**config.mk**
```make
export PLATFORM = sky130hd
export DESIGN_NAME = mains_voltage_frequency_monitor
export DESIGN_NICKNAME = d
export VERILOG_FILES = /design/src/sv/mvfm_pkg.sv /design/src/sv/mvfm_convert.sv /design/src/sv/mains_voltage_frequency_monitor.sv
export SDC_FILE = /design/constraint.sdc
export NUM_CORES = 2
export LEC_CHECK = 0
export BUFFER_PORTS_ARGS = -buffer_cell sky130_fd_sc_hd__buf_2
export CAP_MARGIN = 20
export CORE_MARGIN = 10
export CORE_UTILIZATION = 65
export CTS_BUF_LIST = sky130_fd_sc_hd__clkbuf_4 sky130_fd_sc_hd__clkbuf_8
export DETAILED_ROUTE_END_ITERATION = 10
export PLACE_DENSITY = 0.82
export SLEW_MARGIN = 20
export SYNTH_ARGS = -nofsm -noshare
export SYNTH_HDL_FRONTEND = slang
export SYNTH_SLANG_ARGS = --single-unit
```
**constraint.sdc**
```tcl
create_clock -name clk_i -period 10.7 [get_ports clk_i]
set_clock_uncertainty 0.05 [all_clocks]
set_input_delay 2.14 -clock clk_i [delete_from_list [all_inputs] [get_ports clk_i]]
set_output_delay 2.14 -clock clk_i [all_outputs]
set_load 0.1 [all_outputs]
```
**src/sv/mvfm_pkg.sv**
```systemverilog
// ----------------------------------------------------------------------------
// mvfm_pkg
// Types, calibration constants and helpers of the mains monitor.
// ----------------------------------------------------------------------------
package mvfm_pkg;

  typedef enum logic [1:0] {
    KIND_VOLTAGE = 2'd0,
    KIND_FREQ    = 2'd1,
    KIND_RETRY   = 2'd2
  } kind_e;

  typedef enum logic [1:0] {
    FREQ_UNKNOWN = 2'd0,
    FREQ_50      = 2'd1,
    FREQ_60      = 2'd2
  } freq_e;

  localparam int SampleW = 10;
  localparam int StampW  = 16;
  localparam int SumW    = 16;
  localparam int VoltW   = 9;
  localparam int PeriodW = 7;
  localparam int CalW    = 12;
  localparam int ProdW   = 24;
  localparam int Volt10W = 13;
  localparam int MagW    = 21;

  // Stamp difference windows, both bounds exclusive.
  localparam logic [StampW-1:0] DIFF_60_LO = 16'd35;
  localparam logic [StampW-1:0] DIFF_60_HI = 16'd45;
  localparam logic [StampW-1:0] DIFF_50_LO = 16'd45;
  localparam logic [StampW-1:0] DIFF_50_HI = 16'd55;

  // Calibration pairs: ADC code and reading at the low and high points.
  localparam logic signed [CalW-1:0] AD_LO_50  = 12'sd211;
  localparam logic signed [CalW-1:0] SLOPE_50  = 12'sd1497;  // 2407 - 910
  localparam logic signed [ProdW-1:0] SPAN_50  = 24'sd365;   // 576 - 211
  localparam logic signed [ProdW-1:0] V_LO_50  = 24'sd910;
  localparam logic signed [CalW-1:0] AD_LO_60  = 12'sd216;
  localparam logic signed [CalW-1:0] SLOPE_60  = 12'sd1501;  // 2403 - 902
  localparam logic signed [ProdW-1:0] SPAN_60  = 24'sd373;   // 589 - 216
  localparam logic signed [ProdW-1:0] V_LO_60  = 24'sd902;

  localparam logic [Volt10W-1:0] VOLT_SCALE = 13'd10;

  // Reciprocals for the constant divides. The shift is the operand width plus
  // the bits of the divisor, which keeps the quotient exact over the whole range.
  localparam int SpanShift  = 30;
  localparam int SpanRecipW = 22;
  localparam logic [SpanRecipW-1:0] SPAN_RECIP_50 =
    SpanRecipW'(((64'd1 << SpanShift) + 64'(SPAN_50) - 64'd1) / 64'(SPAN_50));
  localparam logic [SpanRecipW-1:0] SPAN_RECIP_60 =
    SpanRecipW'(((64'd1 << SpanShift) + 64'(SPAN_60) - 64'd1) / 64'(SPAN_60));

  localparam int VoltShift  = 17;
  localparam int VoltRecipW = 14;
  localparam logic [VoltRecipW-1:0] VOLT_RECIP =
    VoltRecipW'(((64'd1 << VoltShift) + 64'(VOLT_SCALE) - 64'd1) / 64'(VOLT_SCALE));

  localparam logic [PeriodW-1:0] PERIOD_50 = 7'd100;
  localparam logic [PeriodW-1:0] PERIOD_60 = 7'd83;

  // Stage enables of the conversion pipeline.
  typedef struct packed {
    logic mul;
    logic scale;
    logic out;
  } pipe_en_t;

  function automatic logic [PeriodW-1:0] period_of(freq_e f);
    logic [PeriodW-1:0] p;
    case (f)
      FREQ_50: p = PERIOD_50;
      FREQ_60: p = PERIOD_60;
      default: p = '0;
    endcase
    return p;
  endfunction

endpackage

```
**src/sv/mvfm_convert.sv**
```systemverilog
// ----------------------------------------------------------------------------
// mvfm_convert
// Three-stage linear calibration of an averaged ADC code into a reading.
// ----------------------------------------------------------------------------
module mvfm_convert (
  input  logic                       clk_i,
  input  mvfm_pkg::pipe_en_t         en_i,
  input  logic [9:0]                 avg_i,
  input  logic                       use_50_i,
  output logic [8:0]                 voltage_o
);
  import mvfm_pkg::*;

  logic signed [CalW-1:0]            diff;
  logic                              neg_d, neg_q;
  logic [CalW-1:0]                   diff_mag;
  logic [MagW-1:0]                   mag_d, mag_q;
  logic                              sel_q;
  logic [MagW+SpanRecipW-1:0]        quot_prod;
  logic signed [ProdW-1:0]           quot, lin;
  logic [Volt10W-1:0]                volt10_d, volt10_q;
  logic [Volt10W+VoltRecipW-1:0]     volt_prod;
  logic [VoltW-1:0]                  volt_q;

  // Offset from the low calibration point, times the reading span. The sign is
  // kept apart so that the divide works on the magnitude.
  always_comb begin
    diff     = $signed({2'b00, avg_i}) - (use_50_i ? AD_LO_50 : AD_LO_60);
    neg_d    = diff[CalW-1];
    diff_mag = neg_d ? $unsigned(-diff) : $unsigned(diff);
    mag_d    = MagW'(diff_mag) * MagW'($unsigned(use_50_i ? SLOPE_50 : SLOPE_60));
  end

  // Dividing the magnitude and restoring the sign truncates toward zero, as the
  // calibration expects.
  always_comb begin
    quot_prod = (MagW+SpanRecipW)'(mag_q) *
                (MagW+SpanRecipW)'(sel_q ? SPAN_RECIP_50 : SPAN_RECIP_60);
    quot      = $signed(ProdW'(quot_prod >> SpanShift));
    lin       = (sel_q ? V_LO_50 : V_LO_60) + (neg_q ? -quot : quot);
    volt10_d  = (lin < 0) ? '0 : Volt10W'(lin);
    volt_prod = (Volt10W+VoltRecipW)'(volt10_q) * (Volt10W+VoltRecipW)'(VOLT_RECIP);
  end

  always_ff @(posedge clk_i) begin
    if (en_i.mul) begin
      mag_q <= mag_d;
      neg_q <= neg_d;
      sel_q <= use_50_i;
    end
    if (en_i.scale) begin
      volt10_q <= volt10_d;
    end
    if (en_i.out) begin
      volt_q <= VoltW'(volt_prod >> VoltShift);
    end
  end

  assign voltage_o = volt_q;

endmodule

```
**src/sv/mains_voltage_frequency_monitor.sv**
```systemverilog
// ----------------------------------------------------------------------------
// mains_voltage_frequency_monitor
// Window-minimum line frequency detection and averaged, calibrated voltage.
// ----------------------------------------------------------------------------
// Throughput: one word per cycle, set by the state update at input, while no stall
//   at the output has filled the stages. Pipeline: state update and average into stage
//   one, then multiply, span divide and divide by ten, each registered in turn.
// Results wait in the output register without blocking input while stages are free.
// Reset clears all frequency and averaging state and empties the pipeline.
module mains_voltage_frequency_monitor #(
  parameter int AVERAGE_COUNT = 40
) (
  input  logic            clk_i,
  input  logic            rst_ni,
  input  logic            in_valid_i,
  output logic            in_ready_o,
  input  logic            mode_i,
  input  logic [9:0]      sample_i,
  input  logic            window_end_i,
  input  logic [15:0]     tick_stamp_i,
  output logic            out_valid_o,
  input  logic            out_ready_i,
  output mvfm_pkg::kind_e result_kind_o,
  output logic [8:0]      voltage_o,
  output mvfm_pkg::freq_e line_frequency_o,
  output logic [6:0]      period_value_o
);
  import mvfm_pkg::*;

  localparam int CntW = $clog2(AVERAGE_COUNT + 1);

  // The divide by the sample count is a reciprocal multiply, exact for any sum.
  localparam int AvgShift  = SumW + $clog2(AVERAGE_COUNT);
  localparam int AvgRecipW = SumW + 1;
  localparam logic [AvgRecipW-1:0] AvgRecip =
    AvgRecipW'(((64'd1 << AvgShift) + 64'(AVERAGE_COUNT) - 64'd1) / 64'(AVERAGE_COUNT));

  // Persistent state.
  freq_e               det_freq_q, det_freq_d;
  logic                second_q, second_d;
  logic                have_min_q, have_min_d;
  logic [SampleW-1:0]  min_sample_q, min_sample_d;
  logic [StampW-1:0]   min_stamp_q, min_stamp_d;
  logic [StampW-1:0]   first_stamp_q, first_stamp_d;
  logic [SumW-1:0]     sum_q, sum_d;
  logic [CntW-1:0]     count_q, count_d;

  // Pipeline control and side data.
  logic                accept, emit;
  logic                adv1, adv2, adv3, adv_out;
  logic                v1_q, v2_q, v3_q, vo_q;
  kind_e               kind1_d, kind1_q, kind2_q, kind3_q, kind_o_q;
  freq_e               freq1_d, freq1_q, freq2_q, freq3_q, freq_o_q;
  logic [SampleW-1:0]  avg1_d, avg1_q;
  logic [SumW-1:0]     sum_next;
  logic [SumW+AvgRecipW-1:0] avg_prod;
  logic [CntW-1:0]     count_next;
  logic [StampW-1:0]   got, diff;
  pipe_en_t            pipe_en;
  logic [VoltW-1:0]    conv_volt;

  assign adv_out    = !vo_q || out_ready_i;
  assign adv3       = !v3_q || adv_out;
  assign adv2       = !v2_q || adv3;
  assign adv1       = !v1_q || adv2;
  assign in_ready_o = adv1;
  assign accept     = in_valid_i && adv1;

  always_comb begin
    sum_next   = sum_q + SumW'(sample_i);
    avg_prod   = (SumW+AvgRecipW)'(sum_next) * (SumW+AvgRecipW)'(AvgRecip);
    count_next = count_q + CntW'(1);
    got        = have_min_q ? min_stamp_q : '0;
    diff       = (first_stamp_q > got) ? (first_stamp_q - got) : (got - first_stamp_q);

    det_freq_d    = det_freq_q;
    second_d      = second_q;
    have_min_d    = have_min_q;
    min_sample_d  = min_sample_q;
    min_stamp_d   = min_stamp_q;
    first_stamp_d = first_stamp_q;
    sum_d         = sum_q;
    count_d       = count_q;
    emit          = 1'b0;
    kind1_d       = KIND_VOLTAGE;
    freq1_d       = det_freq_q;
    avg1_d        = '0;

    if (accept) begin
      if (mode_i) begin
        sum_d   = sum_next;
        count_d = count_next;
        if (32'(count_next) >= AVERAGE_COUNT) begin
          avg1_d  = SampleW'(avg_prod >> AvgShift);
          sum_d   = '0;
          count_d = '0;
          emit    = 1'b1;
        end
      end else if (!window_end_i) begin
        // A later sample equal to the minimum keeps the earlier stamp.
        if (!have_min_q || sample_i < min_sample_q) begin
          min_sample_d = sample_i;
          min_stamp_d  = tick_stamp_i;
          have_min_d   = 1'b1;
        end
      end else begin
        have_min_d   = 1'b0;
        min_sample_d = '0;
        if (!second_q) begin
          first_stamp_d = got;
          second_d      = 1'b1;
        end else begin
          second_d = 1'b0;
          emit     = 1'b1;
          if (diff > DIFF_60_LO && diff < DIFF_60_HI) begin
            det_freq_d = FREQ_60;
            kind1_d    = KIND_FREQ;
            freq1_d    = FREQ_60;
          end else if (diff > DIFF_50_LO && diff < DIFF_50_HI) begin
            det_freq_d = FREQ_50;
            kind1_d    = KIND_FREQ;
            freq1_d    = FREQ_50;
          end else begin
            kind1_d = KIND_RETRY;
            freq1_d = FREQ_UNKNOWN;
          end
        end
      end
    end
  end

  always_ff @(posedge clk_i or negedge rst_ni) begin
    if (!rst_ni) begin
      det_freq_q    <= FREQ_UNKNOWN;
      second_q      <= 1'b0;
      have_min_q    <= 1'b0;
      min_sample_q  <= '0;
      min_stamp_q   <= '0;
      first_stamp_q <= '0;
      sum_q         <= '0;
      count_q       <= '0;
      v1_q          <= 1'b0;
      v2_q          <= 1'b0;
      v3_q          <= 1'b0;
      vo_q          <= 1'b0;
    end else begin
      det_freq_q    <= det_freq_d;
      second_q      <= second_d;
      have_min_q    <= have_min_d;
      min_sample_q  <= min_sample_d;
      min_stamp_q   <= min_stamp_d;
      first_stamp_q <= first_stamp_d;
      sum_q         <= sum_d;
      count_q       <= count_d;
      if (adv1) begin
        v1_q <= emit;
      end
      if (adv2) begin
        v2_q <= v1_q;
      end
      if (adv3) begin
        v3_q <= v2_q;
      end
      if (adv_out) begin
        vo_q <= v3_q;
      end
    end
  end

  always_ff @(posedge clk_i) begin
    if (adv1) begin
      kind1_q <= kind1_d;
      freq1_q <= freq1_d;
      avg1_q  <= avg1_d;
    end
    if (adv2) begin
      kind2_q <= kind1_q;
      freq2_q <= freq1_q;
    end
    if (adv3) begin
      kind3_q <= kind2_q;
      freq3_q <= freq2_q;
    end
    if (adv_out) begin
      kind_o_q <= kind3_q;
      freq_o_q <= freq3_q;
    end
  end

  assign pipe_en.mul   = adv2;
  assign pipe_en.scale = adv3;
  assign pipe_en.out   = adv_out;

  mvfm_convert u_convert (
    .clk_i     (clk_i),
    .en_i      (pipe_en),
    .avg_i     (avg1_q),
    .use_50_i  (freq1_q == FREQ_50),
    .voltage_o (conv_volt)
  );

  assign out_valid_o      = vo_q;
  assign result_kind_o    = kind_o_q;
  assign line_frequency_o = freq_o_q;
  assign period_value_o   = period_of(freq_o_q);
  assign voltage_o        = (kind_o_q == KIND_VOLTAGE) ? conv_volt : '0;

endmodule

```
==> results.sh <==
export IMPL_rsz0062_at_grt="no"
export IMPL_final_cell_mix="761 x inv_1, 554 x ha_1, 461 x fa_1"
export IMPL_route_detailed_drc=0
export IMPL_groute_layer_met1_usage_pct=33.3
export IMPL_die_h_um=233
export IMPL_ys_seq_area_share_pct=13.3
export IMPL_yosysWarnings=0
export IMPL_arrival_ns=10.27
export IMPL_core_area_um2=45200
export IMPL_synth_area_um2=29500
export IMPL_synth_avg_cell_area_um2=9.95
export IMPL_fmax_ghz=0.0989
export IMPL_grtUsageTotal_pct=25.9
export IMPL_die_x_um=233
export IMPL_r2r_start="u_convert.sel_q$_DFFE_PP_"
export IMPL_drt_iter0_drc=1240
export IMPL_cp_max_fo=25
export IMPL_ctsResizeCount=0
export IMPL_ys_flop_type="dfrtp_1"
export IMPL_critPathSlowestCell="edfxtp_1"
export IMPL_cts_made_buffers=17
export IMPL_numPortBuffers=52
export IMPL_cts_tree="done"
export IMPL_place_gp_congestion=0.968
export IMPL_r2r_end="u_convert.volt10_q[10]$_SDFFCE_PP0P_"
export IMPL_area_delta_synth_final_pct=4.47
export IMPL_tightest_slew_ns=1.05
export IMPL_period_minus_slack_ns=10.11
export IMPL_postRouteAntennaNets=0
export IMPL_cp_slowest_stage_delay_ns=0.61
export IMPL_required_ns=10.86
export IMPL_nets=4056
export IMPL_cp_endpoint="u_convert.volt10_q[10]$_SDFFCE_PP0P_"
export IMPL_rows=78
export IMPL_reg2reg_depth=34
export IMPL_routed_wirelength_um=66700
export IMPL_met2_usage_pct=44.7
export IMPL_hold_violations=0
export IMPL_critPathLaunch="u_convert.sel_q$_DFFE_PP_"
export IMPL_top_usage_layer="met2"
export IMPL_final_max_slew_violation_count=0
export IMPL_dr_pass1_iters=6
export IMPL_synthArstFlopShare_pct=50.3
export IMPL_synth_edf_count=71
export IMPL_vias=20500
export IMPL_grt_pass1_vias=22400
export IMPL_grt_ovfl_total=0
export IMPL_min_from="kind2_q[1]$_DFFE_PP_"
export IMPL_clkLatencyLatePin_ns=0.49
export IMPL_grt_pass1_wl_um=112000
export IMPL_postSynthCellCount=2968
export IMPL_detailed_place_hpwl_um=58100
export IMPL_ff2ff_setup_slack_ns=0.59
export IMPL_grt_max_degree=73
export IMPL_num_fill_cells=3435
export IMPL_wl_per_cell_um=18.4
export IMPL_outcome="completed"
export IMPL_cts_sinks=143
export IMPL_ys_ff_latch=143
export IMPL_clkSlewWorstSetupHoldPaths_ns=0.09
export IMPL_dieArea_um2=54300
export IMPL_max_cap_violations=0
export IMPL_initial_core_util_pct=65.3
export IMPL_io_pins=54
export IMPL_vias_per_cell=5.67
export IMPL_min_path_type="flip-flop to flip-flop"
export IMPL_worstSetupStartpointType="flip-flop"
export IMPL_htreeDepth=4
export IMPL_drive_gt1_share_pct=5.49
export IMPL_critPathKind="flip-flop to flip-flop"
export IMPL_antenna_found_initial=1
export IMPL_ctsHoldBuffers=0
export IMPL_cts_buffer_depth=2
export IMPL_final_common_cell="inv_1"
export IMPL_synth_distinct_cells=86
export IMPL_worst_setup_path_end_kind="flip-flop"
export IMPL_grt_met3_usage_pct=4.20
export IMPL_cts_setup_buffers=0
export IMPL_fin_tns_setup_ns=0
export IMPL_cts_root_buffer="clkbuf_8"
export IMPL_fin_crit_sh_pct=94.5
export IMPL_slew_headroom_pct=29.5
export IMPL_setup_violations_final=0
## state kept, by name, indices dropped and copies added (netlist names), 6 cells and up
register	flops
u_convert.mag_q	21
first_stamp_q	16
min_stamp_q	16
sum_q	16
u_convert.volt10_q	13
avg1_q	10
min_sample_q	10
u_convert.voltage_o	9
count_q	6
## metrics by stage
step	area [um^2]	util [%]	worst slack, ns	hold WS, ns	instances
3_5_place_dp	30500	67.4	0.361	0.357	3589
6_report	30800	68.3	0.590	0.373	3622
4_1_cts	30800	68.2	0.377	0.380	3620
3_3_place_gp	30500	67.4	0.593	0.357	3589
5_1_grt	30800	68.3	0.0182	0.380	3622
2_1_floorplan	29500	-	1.26	0.350	2973
## cell usage after synthesis (45+ instances only)
cell | n | area (um^2)
nor2_1 | 76 | 285
fa_1 | 461 | 9230
nand2_1 | 121 | 454
inv_1 | 761 | 2860
edfxtp_1 | 71 | 2130
ha_1 | 554 | 6930
dfrtp_1 | 72 | 1800
a21oi_1 | 104 | 521
o21ai_0 | 86 | 430
clkbuf_1 | 45 | 169
a21o_1 | 54 | 405
xnor2_1 | 86 | 753
## worst min path at each step
stage,slack (ns),cells past startpoint,to
floorplan,0.35,0,freq3_q[0]$_DFFE_PP_
global placement,0.36,0,kind2_q[1]$_DFFE_PP_
detailed placement,0.36,0,kind3_q[0]$_DFFE_PP_
CTS,0.38,0,kind3_q[1]$_DFFE_PP_
global route,0.38,0,kind3_q[1]$_DFFE_PP_
finish,0.37,0,kind3_q[1]$_DFFE_PP_
## critical path: cells and delay by family, from the launching register on
kind,cells,cell delay [ns]
xor+xnor,1,0.21
fa+ha+maj,9,4.30
buf+inv,9,0.84
flops,1,0.61
compound gates,9,2.64
simple gates,5,0.69
mux,1,0.48
## area by class of cell
cell class	instances	area [um^2]	area share [%]
Inverter	762	2860	9.27
Clock buffer	17	234	0.759
Tap cell	600	751	2.43
Antenna cell	1	2.50	0.00811
Sequential cell	143	3930	12.8
Timing Repair Buffer	74	433	1.40
Multi-Input combinational cell	2011	22500	72.9
Clock inverter	14	129	0.418
## cells by family (layout without fill, tap and decap cells)
kind of cell    count (synthesis)  in the layout  share of synthesized area, %
other cells                     2              8                        0.0254
fa+ha+maj                    1015           1015                          54.7
simple gates                  425            425                          7.38
buf+inv                       819            867                          10.5
mux                            22             22                         0.822
compound gates                426            426                          9.70
xor+xnor                      116            116                          3.47
flops                         143            143                          13.3
## routing by layer
layer	share of wire [%]	up-vias	routed length, um
met5	0	-	0
met4	2.3	0	1560
met3	5.5	106	3650
met2	50	530	33400
met1	42	10300	28100
li1	-	9609	-
Power is not shown: default switching activity piles up to over one toggle a cycle in this logic, so the estimate is an artifact.
